## config.mk

```make
export PLATFORM = sky130hd
export DESIGN_NAME = rgdd_addr_unit
export DESIGN_NICKNAME = d
export VERILOG_FILES = /design/src/design/rgdd_pkg.sv /design/src/design/rgdd_addr_unit.sv
export SDC_FILE = /design/constraint.sdc
export NUM_CORES = 1
export LEC_CHECK = 0
export BUFFER_PORTS_ARGS = -buffer_cell sky130_fd_sc_hd__buf_4
export CAP_MARGIN = 20
export CORE_MARGIN = 2
export CORE_UTILIZATION = 35
export DETAILED_ROUTE_END_ITERATION = 6
export PLACE_DENSITY = 0.53
export SYNTH_ARGS = -nofsm -noshare
export SYNTH_HDL_FRONTEND = slang
export SYNTH_SLANG_ARGS = --single-unit
```

## constraint.sdc

```tcl
create_clock -name clk_i -period 3.69 [get_ports clk_i]
set_input_delay 0.1845 -clock clk_i [delete_from_list [all_inputs] [get_ports clk_i]]
set_output_delay 0.1845 -clock clk_i [all_outputs]
set_load 0.05 [all_outputs]
```

## src/design/rgdd_pkg.sv

```systemverilog
// Shared types and constants for the risk grid disk dilation block.
`default_nettype none
package rgdd_pkg;

  localparam int DEF_MAX_WIDTH  = 256;
  localparam int DEF_MAX_HEIGHT = 256;
  localparam int DEF_MAX_RADIUS = 15;
  localparam int DEF_VALUE_BITS = 16;

  localparam int CFG_W   = 9;
  localparam int COORD_W = 8;
  localparam int FUNC_W  = 3;
  localparam int IO_VAL_W = 16;
  localparam int STAT_W  = 2;
  localparam int RAD_IN_W = 4;
  localparam int IDX_W   = 2;

  localparam logic [FUNC_W-1:0] FUNC_SET     = 3'd0;
  localparam logic [FUNC_W-1:0] FUNC_SETMAX  = 3'd1;
  localparam logic [FUNC_W-1:0] FUNC_GET     = 3'd2;
  localparam logic [FUNC_W-1:0] FUNC_INFLATE = 3'd3;
  localparam logic [FUNC_W-1:0] FUNC_FILL    = 3'd4;

  localparam logic [STAT_W-1:0] ST_DONE    = 2'd0;
  localparam logic [STAT_W-1:0] ST_OUTSIDE = 2'd1;
  localparam logic [STAT_W-1:0] ST_SKIP    = 2'd2;

  localparam logic [IDX_W-1:0] REG_WIDTH  = 2'd0;
  localparam logic [IDX_W-1:0] REG_HEIGHT = 2'd1;
  localparam logic [IDX_W-1:0] REG_RADIUS = 2'd2;

  // One neighbor tap of the dilation scan.
  typedef struct packed {
    logic               hit;    // inside grid and inside disk
    logic               first;  // first tap of a cell
    logic               last;   // last tap of a cell
    logic [COORD_W-1:0] cx;
    logic [COORD_W-1:0] cy;
  } tap_t;

endpackage
`default_nettype wire

```

## src/design/rgdd_addr_unit.sv

```systemverilog
// Shared registered address unit: col * height + row.
`default_nettype none
module rgdd_addr_unit
  import rgdd_pkg::*;
#(
  parameter int AW = 16
) (
  input  wire logic               clk_i,
  input  wire logic [COORD_W-1:0] col_i,
  input  wire logic [COORD_W-1:0] row_i,
  input  wire logic [CFG_W-1:0]   height_i,
  output logic      [AW-1:0]      addr_o
);

  localparam int PW = COORD_W + CFG_W + 1;

  logic [PW-1:0] sum;
  logic [AW-1:0] addr_q;

  assign sum = PW'(col_i) * PW'(height_i) + PW'(row_i);

  always_ff @(posedge clk_i) begin
    addr_q <= AW'(sum);
  end

  assign addr_o = addr_q;

endmodule
`default_nettype wire

```

==> results of run 1 <==
-- cells by family (layout without fill, tap and decap cells) --
group                      count (synthesis)  in the layout  share of synthesized area [%]
DFF                                       16             16                           10.9
muxes                                      1              1                          0.341
AOI/OAI and AO/OA                         35             35                           8.02
adders and majority gates                 85             85                           48.8
buffers and inverters                     85            165                           11.0
and+or+nand+nor                           97             97                           17.0
xor gates and xnor gates                  13             13                           3.88
-- cell usage after synthesis (all sizes together) --
cell type  number
o21a            2
a31oi           2
o21ai           5
clkbuf          3
o311a           1
o31a            1
a211oi          3
nor2b           1
nand2          34
fa             49
mux2i           1
nand3           4
nor3            3
buf             2
o2bb2ai         1
ha             36
inv            80
nor2            6
o21bai          3
a21o            3
and2           44
and3            2
a211o           1
o211ai          1
dfxtp          16
xor2            4
xnor2           9
a311oi          1
a21oi          11
or4             1
nand2b          2
-- power by group through the flow --
stage	sequential (mW)	clock (mW)	combinational [mW]
after floorplan	0.586	0	1.18
after global placement	0.301	0	2.16
after detailed placement	0.300	0	2.17
after CTS	0.298	0.168	2.18
after global routing	0.304	0.173	2.70
final	0.295	0.158	2.43
-- cell type report --
cell class	instances	area (µm²)
Fill cell	797	4310
Tap cell	105	131
Inverter	80	300
Timing Repair Buffer	81	634
Multi-Input combinational cell	231	2430
Sequential cell	16	320
Clock buffer	4	55.1
-- through the flow --
step / TNS [ps] / std cells / cell area, µm² / util [%] / worst slack [ps]
after CTS: 0 / 514 / 3700 / 45.2 / 17.3
after floorplan: -0.338 / 332 / 2960 / - / -0.338
after global placement: -1100 / 510 / 3640 / 44.6 / -239
after detailed placement: -1210 / 510 / 3640 / 44.6 / -255
after global routing: -8.82 / 517 / 3870 / 47.3 / -4.87
final: 0 / 517 / 3870 / 47.3 / 81.1
-- how the worst max path moves through the flow --
stage	startpoint	cells after the start	slack [ps]	to
global route	height_i[4]	14	-5	addr_o[15]
global placement	col_i[0]	15	-240	addr_o[13]
floorplan	col_i[2]	13	-0.3	addr_o[13]
finish	height_i[4]	14	80	addr_o[15]
CTS	height_i[5]	13	20	addr_o[14]
detailed placement	height_i[5]	13	-250	addr_o[14]
-- what timing repair did --
action | CTS | global route
endpoints found under the setup margin | 0 | 7
buffers inserted | 0 | 3
gates resized for setup | 0 | 38
-- metal layers --
metal | vias up | global-route usage (%) | share of wire [%]
met1 | 1194 | 18.3 | 41
met3 | 6 | 2.13 | 3.6
met5 | - | 0 | 0
met2 | 53 | 31.3 | 55
li1 | 1168 | - | -
met4 | 0 | 2.86 | 1.1
==> impl_metrics.ini, run 1 <==
[outcome]
status = completed

[synthesis]
synth_area_per_cell_um2 = 8.83
synth_area_leaders = fa_1 33%, ha_1 15%, dfxtp_1 11%
ys_ff_latch = 16
yosysWarningCount = 0
syn_inst = 332
synth_nets = 443
synth_top_area_share_pct = 33.5
yosys.area.top_type = fa_1
syn_area_mm2 = 0.00293
seq_area_frac_synth_pct = 10.9
yosysUniqueCellTypes = 34

[clocking]
clk_path_buf_depth = 2
tritoncts = done
cts_hold_repair.buffers = 0
clkSinkCount = 16
root_buffer = clkbuf_8
cts_max_level = 1
numCtsBuffers = 3
clk_pin_slew_worst_paths_ps = 70

[power_and_ir_drop]
internal_power_mw = 1.50
pwr-share-comb_pct = 84.3
vdd_drop_max_mv = 0.383
power.switching_mw = 1.39
power_density_mw_per_mm2 = 746
power_leakage_nw = 2.03
switching_share_pct = 48.0
total_power_mw = 2.88
seqPwrFrac_pct = 10.2
clock_power_share_pct = 5.5

[min_path]
whs_path_depth = 2
hold_path.class = in2reg
min_to = addr_o[0]
min_from = row_i[0]

[final_layout]
largest_register_ff_count = 16
layout_commonest_cell = inv_1
area_growth_pct = 31.9
drive_above_1_share_pct = 28.6
diodes = 0
layout_common_cells = 76 x inv_1, 75 x buf_4, 44 x fa_1
fin_nets = 524

[timing]
period_needed_ps = 3610
relSlewSlack_pct = 79.2
hold_slack_ps = 152
finalCritPeriodShare_pct = 97.8
fmax_mhz = 277
finalHoldViolations = 0
setup_viol = 0
timing_worst_slew_pin_value_ps = 309
final_max_slew_viol_count = 0

[setup_path]
critPathLaunchType = input pin
arrival_ps = 3790
worstPathCellList = buf_4 -> and2_1 -> fa_1 -> fa_1 -> fa_1 -> inv_2 -> fa_1 -> inv_2 -> ha_4 -> a21o_1 -> buf_4 -> a311oi_2 -> o31a_1 -> xnor2_1
crit_required_ps = 3870
cp_num_buf_inv = 4
cpMaxStageDelayCell = fa_1
cp-end-kind = flip-flop
cp_common_cell = fa_1
path_class = in2reg
critPathTopFamily = adder cells
cp_max_fo = 8
slowest_delay_ps = 560

[routing]
viasPerCell = 4.68
ant_nets = 0
drc = 0
firstDrtPassIters = 4
drtIter0Drc = 90
routed_wl_mm = 6.43
wl_per_cell_um = 12.4
vias = 2421

[place]
post-dp-hpwl_mm = 5.42
port_buffers = 41
place_congestion = 0.795

[global_route]
gr-total-overflow = 0
grt_util_all_layers_pct = 15.9
antenna_found_initial = 0
grt_pass1_vias = 2670
grt_max_degree = 10
grt_pass1_wl_mm = 11.4

[die]
io_pins = 42
design.die.area_mm2 = 0.00912
dieWidth_um = 95.5
start_util_pct = 35.9
rows = 33
coreArea_mm2 = 0.00818
die_h_um = 95.5

[flow_run]
drv_cap = 0
No activity file was read; power rests on OpenSTA's default activity.
==> run 2, diff against run 1 <==
Settings changed: ABC_AREA set to 1, GPL_TIMING_DRIVEN set to 0.
Clock period 3.69 ns to 3.16 ns, I/O delays scaled along.
==> run 2 against run 1 <==
Net effect: the run now ends with setup timing left; sequential power up 17%; die area up 7.2%; synthesized cell count up 33%; sequential cell count unchanged; combinational power up 26%; via count up 10%; clock power up 11%.
==> impl_metrics.ini, run 2 <==
[outcome]
status = finished with violations
failed_checks = setup timing

[global_route]
grt_pass1_vias = 2871
grt_max_degree = 10
top_usage_layer = met2
grt_pass1_wl_mm = 12.2
grt_use_met1_pct = 17.9
gr-total-overflow = 0
grt_util_all_layers_pct = 14.9
antenna_found_initial = 0
met3_usage_pct = 1.99
use_met2_pct = 28.8

[routing]
ant_nets = 0
viasPerCell = 4.47
drtIter0Drc = 66
vias = 2670
firstDrtPassIters = 4
wl_per_cell_um = 10.9
routed_wl_mm = 6.48
drc = 0

[power_and_ir_drop]
internal_power_mw = 1.70
power.switching_mw = 1.87
switching_share_pct = 52.4
power_density_mw_per_mm2 = 832
pwr-share-comb_pct = 85.5
vdd_drop_max_mv = 0.429
clock_power_share_pct = 4.9
power_leakage_nw = 2.57
seqPwrFrac_pct = 9.6

[synthesis]
synth_top_area_share_pct = 31.1
ys_ff_latch = 16
yosysWarningCount = 0
ys.flop_type = dfxtp_1
synth_area_per_cell_um2 = 7.13
ys_top_cells_by_count = 145 x inv_1, 126 x nand2_1, 49 x fa_1, 36 x ha_1, 16 x dfxtp_1
yosysUniqueCellTypes = 20
syn_area_mm2 = 0.00315
post-synth-top-count-cell = inv_1
async_flop_share_pct = 0
syn_inst = 442
synth_area_leaders = fa_1 31%, inv_1 17%, nand2_1 15%
seq_area_frac_synth_pct = 10.2
synth_nets = 553
synth_edf_count = 0
yosys.area.top_type = fa_1

[timing]
setup_slack_ps = -22.9
rsz0062_at_grt = true
timing_worst_slew_pin_value_ps = 259
setup_viol = 3
finalHoldViolations = 0
final_max_slew_viol_count = 0
relSlewSlack_pct = 82.6
fmax_mhz = 314
finalCritPeriodShare_pct = 101
period_needed_ps = 3180
tns_ps = -25.8

[min_path]
hold_path.class = in2reg

[setup_path]
path_class = in2reg
cp_max_fo = 7
critPathLaunchType = input pin
crit_required_ps = 3300
cp-end-kind = flip-flop
arrival_ps = 3330

[die]
io_pins = 42
start_util_pct = 36.2
coreArea_mm2 = 0.00872
die_h_um = 98.9
dieWidth_um = 98.9
rows = 34
design.die.area_mm2 = 0.00978

[flow_run]
drv_cap = 0

[place]
post-dp-hpwl_mm = 5.51
dp_slack_ps = -393
place_congestion = 0.795
detailed_place.area_mm2 = 0.00373
place_inst = 574
port_buffers = 24

[clocking]
clkSinkCount = 16
clk_path_buf_depth = 2
clk_pin_slew_worst_paths_ps = 60
tritoncts = done
cts_hold_repair.buffers = 0
numCtsBuffers = 3
cts_max_level = 1
root_buffer = clkbuf_8

[final_layout]
drive_above_1_share_pct = 30.3
layout_common_cells = 128 x inv_1, 93 x nand2_1, 45 x fa_1
largest_register_ff_count = 16
layout_commonest_cell = inv_1
area_growth_pct = 36.0
diodes = 0
design_area_mm2 = 0.00429
layoutNonFillerInstCount = 597
fin_nets = 601
[run 2: changes by cell type after synthesis, sizes merged, moves of 4 or more]
cell    delta
nand2     +97
inv       +66
and2      -44
clkbuf    +12
nand3     +10
nor2       +7
o21ai      -5
xnor2      -4
[run 2: routing by layer]
layer / routed length (µm) / vias up
met5: 0 / -
met1: 2770 / 1304
met2: 3480 / 41
met3: 193 / 2
li1: - / 1323
met4: 31 / 0
[run 2: logic make-up (layout without fill, tap and decap cells)]
group                      after synthesis  after routing  synth area share (%)
AOI/OAI and AO/OA                        9              9                  1.67
xor gates and xnor gates                 8              8                  2.22
adders and majority gates               85             85                  45.4
buffers and inverters                  163            210                  19.6
DFF                                     16             16                  10.2
and+or+nand+nor                        161            161                  21.0
[run 2: worst paths after layout]
check,start,to,slack (ps),cells past startpoint
setup / recovery,col_i[5],addr_o[15],-20,19
hold / removal,row_i[0],addr_o[0],140,2
[run 2: timing repair]
action / in CTS / in global routing
buffers inserted: 12 / 7
pin swaps: 36 / 26
gates resized for setup: 49 / 46
endpoints found under the setup margin: 9 / 9
[run 2: area by class of cell]
cell class | count | area (µm²)
well taps | 108 | 135
fillers | 880 | 4430
repair buffers | 43 | 334
multi-input cells | 263 | 2530
clock buffers | 4 | 55.1
flip-flops and latches | 16 | 320
inverters | 146 | 548
plain buffers | 17 | 367
[run 2: power groups by stage]
stage               logic, mW  clock network (mW)  registers (mW)
floorplan                1.68                   0           0.686
global placement         2.52                   0           0.346
detailed placement       2.53                   0           0.350
CTS                      2.76               0.183           0.346
global route             3.40               0.194           0.355
finish                   3.05               0.175           0.344
[run 2: worst max-delay path: stages]
cell	delay, ps
clkbuf_16	140
nand2_4	60
inv_2	30
fa_1	570
fa_1	450
fa_1	520
inv_1	50
fa_1	490
inv_2	40
ha_4	310
nand2_2	60
nand2_2	80
nand2_2	60
nand2_2	80
nand2_2	50
nand2_1	60
nor2_1	40
nand2_1	50
nand2_1	40
[run 2: stage by stage]
stage	utilization (%)	total power [mW]	hold slack [ps]
2_1_floorplan	-	2.37	288
3_3_place_gp	42.8	2.87	382
3_5_place_dp	42.8	2.88	404
4_1_cts	46.8	3.29	144
5_1_grt	49.2	3.95	153
6_report	49.2	3.57	144
