$ cat src/design/rgdd_pkg.sv
// Shared types and constants for the risk grid disk dilation block.
`default_nettype none
package rgdd_pkg;

  localparam int DEF_MAX_WIDTH  = 256;
  localparam int DEF_MAX_HEIGHT = 256;
  localparam int DEF_MAX_RADIUS = 15;
  localparam int DEF_VALUE_BITS = 16;

  localparam int CFG_W   = 9;
  localparam int COORD_W = 8;
  localparam int FUNC_W  = 3;
  localparam int IO_VAL_W = 16;
  localparam int STAT_W  = 2;
  localparam int RAD_IN_W = 4;
  localparam int IDX_W   = 2;

  localparam logic [FUNC_W-1:0] FUNC_SET     = 3'd0;
  localparam logic [FUNC_W-1:0] FUNC_SETMAX  = 3'd1;
  localparam logic [FUNC_W-1:0] FUNC_GET     = 3'd2;
  localparam logic [FUNC_W-1:0] FUNC_INFLATE = 3'd3;
  localparam logic [FUNC_W-1:0] FUNC_FILL    = 3'd4;

  localparam logic [STAT_W-1:0] ST_DONE    = 2'd0;
  localparam logic [STAT_W-1:0] ST_OUTSIDE = 2'd1;
  localparam logic [STAT_W-1:0] ST_SKIP    = 2'd2;

  localparam logic [IDX_W-1:0] REG_WIDTH  = 2'd0;
  localparam logic [IDX_W-1:0] REG_HEIGHT = 2'd1;
  localparam logic [IDX_W-1:0] REG_RADIUS = 2'd2;

  // One neighbor tap of the dilation scan.
  typedef struct packed {
    logic               hit;    // inside grid and inside disk
    logic               first;  // first tap of a cell
    logic               last;   // last tap of a cell
    logic [COORD_W-1:0] cx;
    logic [COORD_W-1:0] cy;
  } tap_t;

endpackage
`default_nettype wire

$ cat src/design/rgdd_scan.sv
// Dilation scan walker: cells in address order, disk taps per cell.
`default_nettype none
module rgdd_scan
  import rgdd_pkg::*;
#(
  parameter int RW = 4
) (
  input  wire logic             clk_i,
  input  wire logic             rst_ni,
  input  wire logic             start_i,
  input  wire logic [CFG_W-1:0] width_i,
  input  wire logic [CFG_W-1:0] height_i,
  input  wire logic [RW-1:0]    radius_i,
  output tap_t                  tap_o,
  output logic                  tap_valid_o,
  output logic                  done_o
);

  localparam int DW = RW + 1;
  localparam int SW = 10;
  localparam int QW = 2 * DW + 2;

  logic               run_q;
  logic [COORD_W-1:0] x_q, y_q;
  logic [DW-1:0]      u_q, v_q;
  logic [DW-1:0]      twor;
  logic [SW-1:0]      xs, ys, r_s;
  logic               in_x, in_y, in_disk;
  logic signed [DW:0] du, dv;
  logic signed [QW-1:0] du_w, dv_w;
  logic [QW-1:0]      su, sv, rw, rr;
  logic               end_v, end_u, end_y, end_x;

  assign twor = {radius_i, 1'b0};
  assign r_s  = SW'(radius_i);
  assign xs   = SW'(x_q) + SW'(u_q);
  assign ys   = SW'(y_q) + SW'(v_q);
  assign in_x = (xs >= r_s) && ((xs - r_s) < SW'(width_i));
  assign in_y = (ys >= r_s) && ((ys - r_s) < SW'(height_i));

  assign du   = $signed({1'b0, u_q}) - $signed({2'b00, radius_i});
  assign dv   = $signed({1'b0, v_q}) - $signed({2'b00, radius_i});
  assign du_w = du;
  assign dv_w = dv;
  assign su   = $unsigned(du_w * du_w);
  assign sv   = $unsigned(dv_w * dv_w);
  assign rw   = QW'(radius_i);
  assign rr   = rw * rw;
  assign in_disk = (su + sv) <= rr;

  assign end_v = (v_q == twor);
  assign end_u = (u_q == twor);
  assign end_y = ({1'b0, y_q} == (height_i - 9'd1));
  assign end_x = ({1'b0, x_q} == (width_i - 9'd1));

  assign tap_o.hit   = in_x && in_y && in_disk;
  assign tap_o.first = (u_q == '0) && (v_q == '0);
  assign tap_o.last  = end_u && end_v;
  assign tap_o.cx    = COORD_W'(xs - r_s);
  assign tap_o.cy    = COORD_W'(ys - r_s);
  assign tap_valid_o = run_q;
  assign done_o      = run_q && end_v && end_u && end_y && end_x;

  always_ff @(posedge clk_i or negedge rst_ni) begin
    if (!rst_ni) begin
      run_q <= 1'b0;
      x_q   <= '0;
      y_q   <= '0;
      u_q   <= '0;
      v_q   <= '0;
    end else if (start_i) begin
      run_q <= 1'b1;
      x_q   <= '0;
      y_q   <= '0;
      u_q   <= '0;
      v_q   <= '0;
    end else if (run_q) begin
      if (!end_v) begin
        v_q <= v_q + 1'b1;
      end else begin
        v_q <= '0;
        if (!end_u) begin
          u_q <= u_q + 1'b1;
        end else begin
          u_q <= '0;
          if (!end_y) begin
            y_q <= y_q + 1'b1;
          end else begin
            y_q <= '0;
            if (!end_x) begin
              x_q <= x_q + 1'b1;
            end else begin
              run_q <= 1'b0;
            end
          end
        end
      end
    end
  end

endmodule
`default_nettype wire

$ cat config.mk
export PLATFORM = sky130hd
export DESIGN_NAME = rgdd_scan
export DESIGN_NICKNAME = d
export VERILOG_FILES = /design/src/design/rgdd_pkg.sv /design/src/design/rgdd_scan.sv
export SDC_FILE = /design/constraint.sdc
export NUM_CORES = 1
export LEC_CHECK = 0
export BUFFER_PORTS_ARGS = -buffer_cell sky130_fd_sc_hd__buf_2
export CAP_MARGIN = 25
export CORE_UTILIZATION = 50
export DETAILED_ROUTE_END_ITERATION = 10
export HOLD_SLACK_MARGIN = 0.05
export PLACE_DENSITY_LB_ADDON = 0.12
export SLEW_MARGIN = 40
export SYNTH_ARGS = -nofsm -noshare
export SYNTH_HDL_FRONTEND = slang
export SYNTH_SLANG_ARGS = --single-unit
$ cat constraint.sdc
create_clock -name clk_i -period 28.8 [get_ports clk_i]
set_input_delay 5.76 -clock clk_i [delete_from_list [all_inputs] [get_ports clk_i]]
set_output_delay 5.76 -clock clk_i [all_outputs]
set_load 0.1 [all_outputs]
==> results of run 1 <==
## area by class of cell
| class | count | area share (%) |
|---|---|---|
| well taps | 168 | 3.06 |
| repair buffers | 46 | 3.38 |
| flip-flops and latches | 27 | 9.82 |
| multi-input cells | 594 | 75.8 |
| clock buffers | 4 | 1.15 |
| inverters | 125 | 6.82 |
## cell usage after synthesis, types with 11 or more instances
master and instances:
inv_1 125, nor3_1 14, dfrtp_1 27, nor2b_1 21, nand3_1 14, nor4_1 11, nand2_1 38, clkbuf_1 16
nand2b_1 15, o21ai_0 31, a21o_1 12, nor2_1 61, xor2_1 26, xnor2_1 48, and2_1 15, ha_1 89
a21oi_1 27, fa_1 65
## path summary, 6_finish.rpt
kind / endpoint / from / slack (ns)
worst min-delay path: x_q[6] / x_q[6] / 0.63
worst max register to register: x_q[6] / v_q[3] / 25.83
worst min register to register: x_q[6] / x_q[6] / 0.63
max in group asynchronous: v_q[3] / rst_ni / 22.89
worst max-delay path: tap_o[18] / radius_i[1] / 9.22
min in group asynchronous: y_q[7] / rst_ni / 5.50
## cells by family (layout without fill, tap and decap cells)
family          after synthesis  after routing  synth area share (%)
xor+xnor                     76             76                  10.8
compound gates              121            121                  12.3
mux                           5              5                 0.878
buf+inv                     141            175                  8.26
flops                        27             27                  10.5
simple gates                238            238                  19.6
fa+ha+maj                   154            154                  37.7
## flip-flops by register name, summed over array words and instances, names as in the netlist
signal,cells
x_q,8
u_q,5
tap_valid_o,1
y_q,8
v_q,5
## stage by stage
step | setup slack [ns] | instances | utilization (%) | hold WS (ns) | cell area [um^2]
6_report | 9.22 | 964 | 56.1 | 0.632 | 6880
5_1_grt | 8.71 | 964 | 56.1 | 0.678 | 6880
4_1_cts | 9.18 | 964 | 56.1 | 0.638 | 6870
3_5_place_dp | 9.19 | 960 | 55.4 | 0.629 | 6790
3_3_place_gp | 9.31 | 960 | 55.4 | 0.621 | 6790
2_1_floorplan | 7.46 | 762 | - | 0.550 | 6410
## metal layers
layer  wire length, um  global-route usage (%)  vias to the layer above
met5                 0                       0                        -
met4               722                    11.4                        0
met3               306                    1.42                       45
met2              7680                    43.9                       99
met1              6450                    29.1                     2514
li1                  -                       -                     2629
## worst min-delay path, cell delays in order (launching register included)
cell	delay [ns]
dfrtp_1	0.44
o31ai_1	0.09
a21oi_1	0.06
==> qor.csv, run 1 <==
stage;metric;value;unit
run_status;status;finished clean;
detailed_routing;postRouteAntennaNets;0;
clock_network;numCtsBuffers;3;
finish;layout.nets;976;
floorplan;core;0.0123;mm^2
yosys;synth_fp_nets;941;
clock_network;clock_latency;0.26;ns
grt;antenna_found_initial;0;
yosys;synth_area_leader_cell;fa_1;
grt;grt_start_max_net_pins;28;
worst_setup_path;cp_common_cell;fa_1;
sta;max_slew.worst_pin.slew;0.819;ns
worst_setup_path;timing_worst_setup_path_type;in2out;
yosys;ys_warn_count;0;
sta;relSlewSlack;45.4;%
worst_setup_path;cp-end-kind;output port;
worst_setup_path;cp_data_arrival_time;13.82;ns
yosys;synth_cell_types;56;
yosys;synth.avg_cell_area;8.41;um^2
clock_network;post_cts_buffers;0;
worst_setup_path;start_kind;primary input;
yosys;synth-edff-count;0;
sta;fmax;51.1;MHz
placement;gp_congestion;0.875;
finish;layout_common_cells;inv_1 (125), ha_1 (89), fa_1 (65);
detailed_routing;drt_iter0_drc;219;
finish;seqCellArea;676;um^2
worst_setup_path;critPathMaxStageDelay;0.54;ns
grt;grt_usage;24.1;%
finish;diodes;0;
hold_path;hold_path.class;reg2reg;
clock_network;cts_resized;0;
floorplan;fp-row-count;40;
yosys;synthArstFlopShare;100;%
worst_setup_path;worst-path-buf-inv;9;
detailed_routing;via_per_inst;5.48;
placement;portBuffers;45;
yosys;syn_area;0.00641;mm^2
yosys;netlist.area_leader.share;20.3;%
finish;drive_gt1_share;8.04;%
worst_setup_path;critPathRequiredTime;23.04;ns
floorplan;io-pin-count;46;
finish;synthToLayoutAreaGrowth;7.32;%
floorplan;initial_core_util;52.3;%
sta;setup_tns;0;ns
floorplan;dieArea;0.0133;mm^2
worst_setup_path;critical-path-top-delay-family;adder cells;
sta;skew;0.00522;ns
worst_setup_path;path_max_fanout;10;
worst_setup_path;r2r_cells;7;
sta;fin_crit;19.58;ns
finish;multi_input_area;0.00521;mm^2
clock_network;cts_tree;built;
detailed_routing;first_pass_iters;5;
finish;fill_cells;1171;
clock_network;cts.sinks;27;
grt;grt_pass1_vias;5487;
sta;rsz0062_at_grt;no;
clock_network;h-tree-depth;1;
detailed_routing;wl;15200;um
clock_network;clkSlewWorstSetupHoldPaths;0.07;ns
sta;setup_violations;0;
yosys;ys_ff_latch;27;
sta;drv_slew;0;
sta;hold_viol_final;0;
sta;period_share;68.0;%
finish;mostFrequentLayoutCell;inv_1;
yosys;synthTopCellsByArea;fa_1 (20%), ha_1 (17%), dfrtp_1 (11%);
yosys;ys_seq_area_share;10.5;%
yosys;syn_inst;762;
floorplan;die-width;115;um
clock_network;cts-root-buf;clkbuf_16;
grt;grt_pass1_wl;25300;um
grt;overflow;0;
placement;dp_hpwl;13100;um
worst_setup_path;worstSetupPathDepth;30;
detailed_routing;post_drt_wl_per_cell;15.7;um
worst_setup_path;slowest_stage;fa_1;
detailed_routing;drc_errors;0;
detailed_routing;num_vias;5287;
yosys;ys.flop_type;dfrtp_1;
clock_network;ctsHoldBuffers;0;
clock_network;clockBufferDepth;2;
hold_path;whs_path_depth;2;
floorplan;fp.dieH;115;um
job;drv_cap;0;
Power of run 1 is left out: the tool's default activity adds up to more than one toggle a clock period on the data nets, which glitch-free logic cannot reach.
==> run 2, diff against run 1 <==
clock period = 18.8 ns   (was 28.8 ns; I/O delays follow)
==> qor.csv, run 2 (synthesis gave the netlist of run 1 again) <==
stage;metric;value;unit;change
sta;hold_slack;0.627;ns;-0.00530 ns
sta;relSlewSlack;47.0;%;+1.6 points
finish;layout.nets;976;;unchanged
sta;skew;0.00255;ns;-0.00266 ns
placement;gp_congestion;0.875;;unchanged
detailed_routing;post_drt_wl_per_cell;15.6;um;-0.72%
detailed_routing;drt_iter0_drc;205;;-6.4%
floorplan;io-pin-count;46;;unchanged
worst_setup_path;cp_data_arrival_time;11.84;ns;-1.98 ns
sta;drv_slew;0;;unchanged
sta;period_share;83.0;%;
clock_network;clkSlewWorstSetupHoldPaths;0.07;ns;about the same
detailed_routing;via_per_inst;5.51;;+0.45%
worst_setup_path;r2r_cells;7;;unchanged
clock_network;clock_latency;0.26;ns;about the same
grt;grt_pass1_vias;5406;;-1.5%
floorplan;dieArea;0.0133;mm^2;unchanged
run_status;status;finished clean;;
detailed_routing;num_vias;5311;;+0.45%
clock_network;numCtsBuffers;3;;unchanged
sta;setup_violations;0;;unchanged
detailed_routing;postRouteAntennaNets;0;;unchanged
hold_path;hold_path.class;reg2reg;;
grt;grt_start_max_net_pins;28;;unchanged
placement;place_ws;3.14;ns;-6.05 ns
sta;hold_viol_final;0;;unchanged
grt;overflow;0;;unchanged
floorplan;fp.dieH;115;um;unchanged
sta;fmax;64.1;MHz;
clock_network;cts_tree;built;;
finish;reg_top3;x_q x8, y_q x8;;
sta;rsz0062_at_grt;no;;
worst_setup_path;timing_worst_setup_path_type;in2out;;
grt;antenna_found_initial;0;;unchanged
clock_network;clockBufferDepth;2;;unchanged
sta;max_slew.worst_pin.slew;0.795;ns;-0.0238 ns
finish;synthToLayoutAreaGrowth;7.34;%;about the same
sta;setup_tns;0;ns;unchanged
detailed_routing;first_pass_iters;4;;-1
worst_setup_path;critPathRequiredTime;15.04;ns;-8.00 ns
floorplan;fp-row-count;40;;unchanged
clock_network;ctsHoldBuffers;0;;unchanged
hold_path;whs_path_depth;2;;unchanged
detailed_routing;wl;15100;um;-0.72%
finish;drive_gt1_share;8.17;%;+0.13 points
job;drv_cap;0;;unchanged
grt;grt_usage;23.9;%;-0.27 points
finish;layout_common_cells;inv_1 (125), ha_1 (89), fa_1 (65);;
clock_network;cts_resized;0;;unchanged
worst_setup_path;start_kind;primary input;;
worst_setup_path;path_max_fanout;10;;unchanged
clock_network;cts.sinks;27;;unchanged
floorplan;initial_core_util;52.3;%;unchanged
floorplan;die-width;115;um;unchanged
worst_setup_path;cp_common_cell;fa_1;;
grt;grt_pass1_wl;25000;um;-1.2%
finish;diodes;0;;unchanged
clock_network;post_cts_buffers;0;;unchanged
clock_network;h-tree-depth;1;;unchanged
placement;dp_hpwl;13100;um;-0.22%
placement;portBuffers;45;;unchanged
sta;fin_crit;15.60;ns;
worst_setup_path;slowest_stage;fa_1;;
worst_setup_path;critPathMaxStageDelay;0.55;ns;about the same
detailed_routing;drc_errors;0;;unchanged
finish;mostFrequentLayoutCell;inv_1;;
sta;timing.final.ws_setup;3.20;ns;-6.02 ns
worst_setup_path;cp-end-kind;output port;;
clock_network;cts-root-buf;clkbuf_16;;
floorplan;core;0.0123;mm^2;unchanged
==> run 2: cell count changes in the layout (fill, tap and decap cells not counted), sizes merged <==
cell    before  now
clkinv       0    1
clkbuf       4    3
==> run 2: final cells by class <==
class / instances / area [um^2]
fillers: 1170 / 5380
multi-input cells: 594 / 5210
flip-flops and latches: 27 / 676
inverters: 125 / 469
repair buffers: 46 / 233
well taps: 168 / 210
clock buffers: 3 / 75.1
clock inverters: 1 / 5.00
==> run 2: metrics by stage <==
stage / util, % / std cells / instance area [um^2]
global route: 56.1 / 964 / 6880
finish: 56.1 / 964 / 6880
global placement: 55.4 / 960 / 6790
detailed placement: 55.4 / 960 / 6790
CTS: 56.1 / 964 / 6870
floorplan: - / 762 / 6410
==> run 2: final timing paths <==
kind                             end  slack, ns   startpoint
max                        tap_o[18]       3.20  radius_i[1]
min                           x_q[6]       0.63       x_q[6]
max reg2reg                   x_q[6]      15.84       v_q[3]
min reg2reg                   x_q[6]       0.63       x_q[6]
max in group asynchronous     v_q[2]      14.91       rst_ni
min in group asynchronous     y_q[6]       3.50       rst_ni
==> run 2: layer usage <==
layer,vias up,global-route usage (%),part of all wire (%)
met5,-,0,0
met3,32,1.27,1.9
li1,2628,-,-
met1,2563,28.8,43
met2,88,44.7,52
met4,0,8.66,3.3
==> run 2: critical path: cells and delay by family <==
kind / cells / cell delay, ns
simple gates: 5 / 1.22
xor+xnor: 2 / 0.38
buf+inv: 9 / 1.34
fa+ha+maj: 10 / 4.52
compound gates: 4 / 0.62
Power of run 2 is left out for the same reason.
==> run 3, diff against run 2 <==
clock period = 12.75 ns   (was 18.8 ns; I/O delays follow)
==> qor.csv, run 3 (synthesis gave the netlist of run 1 again) <==
stage;metric;value;unit;change
clock_network;clockBufferDepth;2;;unchanged
worst_setup_path;r2r_setup_slack;9.72;ns;-6.12 ns
placement;post_dp_cell_area;0.00694;mm^2;+2.1%
clock_network;numCtsBuffers;3;;unchanged
detailed_routing;via_per_inst;5.57;;+1.0%
worst_setup_path;critPathMaxStageDelay;0.54;ns;about the same
sta;timing.final.ws_setup;0.321;ns;-2.88 ns
detailed_routing;drt_iter0_drc;233;;+14%
grt;grt_usage;25.0;%;+1.1 points
sta;relSlewSlack;47.2;%;+0.22 points
worst_setup_path;timing_worst_setup_path_type;in2out;;
placement;place_ws;0.0766;ns;-3.06 ns
placement;dp_hpwl;13400;um;+2.5%
placement;gp_congestion;0.902;;+3.2%
finish;multi_input_area;0.00527;mm^2;+1.1%
floorplan;die-width;115;um;unchanged
floorplan;core;0.0123;mm^2;unchanged
floorplan;dieArea;0.0133;mm^2;unchanged
detailed_routing;wl;15500;um;+2.9%
grt;grt_start_max_net_pins;28;;unchanged
finish;layout.nets;992;;+1.6%
hold_path;holdPathEnd;x_q[6];;
clock_network;ctsHoldBuffers;0;;unchanged
floorplan;io-pin-count;46;;unchanged
worst_setup_path;r2r_cells;7;;unchanged
grt;grt_pass1_vias;5773;;+6.8%
sta;setup_violations;0;;unchanged
finish;diodes;0;;unchanged
hold_path;min-delay-start;x_q[6];;
sta;fin_crit;12.43;ns;
sta;period_share;97.5;%;
detailed_routing;postRouteAntennaNets;0;;unchanged
job;drv_cap;0;;unchanged
clock_network;cts-root-buf;clkbuf_16;;
clock_network;cts.sinks;27;;unchanged
worst_setup_path;timing.rr.end;x_q[6];;
run_status;status;finished clean;;
worst_setup_path;slowest_stage;fa_1;;
finish;mostFrequentLayoutCell;inv_1;;
worst_setup_path;critPathRequiredTime;10.20;ns;-4.84 ns
worst_setup_path;cp_data_arrival_time;9.88;ns;-1.96 ns
sta;setup_tns;0;ns;unchanged
worst_setup_path;cp_common_cell;inv_1;;
hold_path;hold_path.class;reg2reg;;
sta;drv_slew;0;;unchanged
detailed_routing;post_drt_wl_per_cell;15.8;um;+1.3%
finish;fill_cells;1142;;-2.4%
finish;design_area;0.00707;mm^2;+2.8%
grt;antenna_found_initial;0;;unchanged
grt;overflow;0;;unchanged
sta;hold_viol_final;0;;unchanged
floorplan;initial_core_util;52.3;%;unchanged
sta;fmax;80.5;MHz;
clock_network;h-tree-depth;1;;unchanged
floorplan;fp-row-count;40;;unchanged
detailed_routing;num_vias;5454;;+2.7%
placement;portBuffers;45;;unchanged
clock_network;clock_latency;0.26;ns;about the same
clock_network;clkSlewWorstSetupHoldPaths;0.07;ns;about the same
finish;synthToLayoutAreaGrowth;10.3;%;
finish;drive_gt1_share;11.9;%;+3.8 points
worst_setup_path;cp-end-kind;output port;;
worst_setup_path;reg2reg_from;v_q[4];;
sta;skew;0.00147;ns;-0.00108 ns
detailed_routing;first_pass_iters;4;;unchanged
finish;reg_top3;x_q x8, y_q x8;;
grt;grt_pass1_wl;26400;um;+5.6%
worst_setup_path;start_kind;primary input;;
finish;seqCellArea;676;um^2;unchanged
worst_setup_path;path_max_fanout;4;;-6
hold_path;whs_path_depth;2;;unchanged
clock_network;cts_tree;built;;
finish;layout_common_cells;inv_1 (123), ha_1 (88), fa_1 (63);;
floorplan;fp.dieH;115;um;unchanged
sta;max_slew.worst_pin.slew;0.772;ns;-0.0233 ns
detailed_routing;drc_errors;0;;unchanged
==> run 3: how the worst max path moves through the flow <==
stage / start / endpoint / cells after the start
floorplan: radius_i[1] / tap_o[18] / 29
global placement: radius_i[1] / tap_o[18] / 29
detailed placement: radius_i[0] / tap_o[18] / 31
CTS: radius_i[0] / tap_o[18] / 31
global route: radius_i[0] / tap_o[18] / 31
finish: radius_i[0] / tap_o[18] / 31
==> run 3: layer usage <==
layer | part of all wire (%) | wire, um | vias up | global-route usage [%]
met3 | 2.2 | 336 | 25 | 1.53
met2 | 53 | 8210 | 96 | 47.3
li1 | - | - | 2656 | -
met5 | 0 | 0 | - | 0
met1 | 43 | 6610 | 2677 | 30.6
met4 | 2.1 | 332 | 0 | 6.75
==> run 3: final cells by class <==
cell class | count | area share [%]
sequential | 27 | 9.55
inverter | 125 | 6.63
multi-input combinational | 594 | 74.5
timing repair buffer | 62 | 5.20
tap | 168 | 2.97
clock inverter | 1 | 0.0707
clock buffer | 3 | 1.06
==> run 3: repair_timing <==
| action | CTS | global route |
|---|---|---|
| gates resized for setup | 0 | 12 |
| setup endpoints to repair | 0 | 1 |
| setup buffers | 0 | 2 |
==> run 3: critical path: cells and delay by family <==
family | cells | cell delay [ns]
adder cells (fa/ha/maj) | 11 | 4.63
AO/OA/AOI/OAI | 3 | 0.42
XOR/XNOR | 1 | 0.15
AND/OR/NAND/NOR | 6 | 1.29
buffers and inverters | 10 | 0.81
==> run 3: per-stage QoR <==
step                instances  hold WS [ns]  utilization (%)
floorplan                 762         0.550                -
global placement          974         0.614             56.6
detailed placement        974         0.619             56.6
CTS                       978         0.629             57.2
global route              980         0.664             57.7
finish                    980         0.621             57.7
Power of run 3 is left out for the same reason.
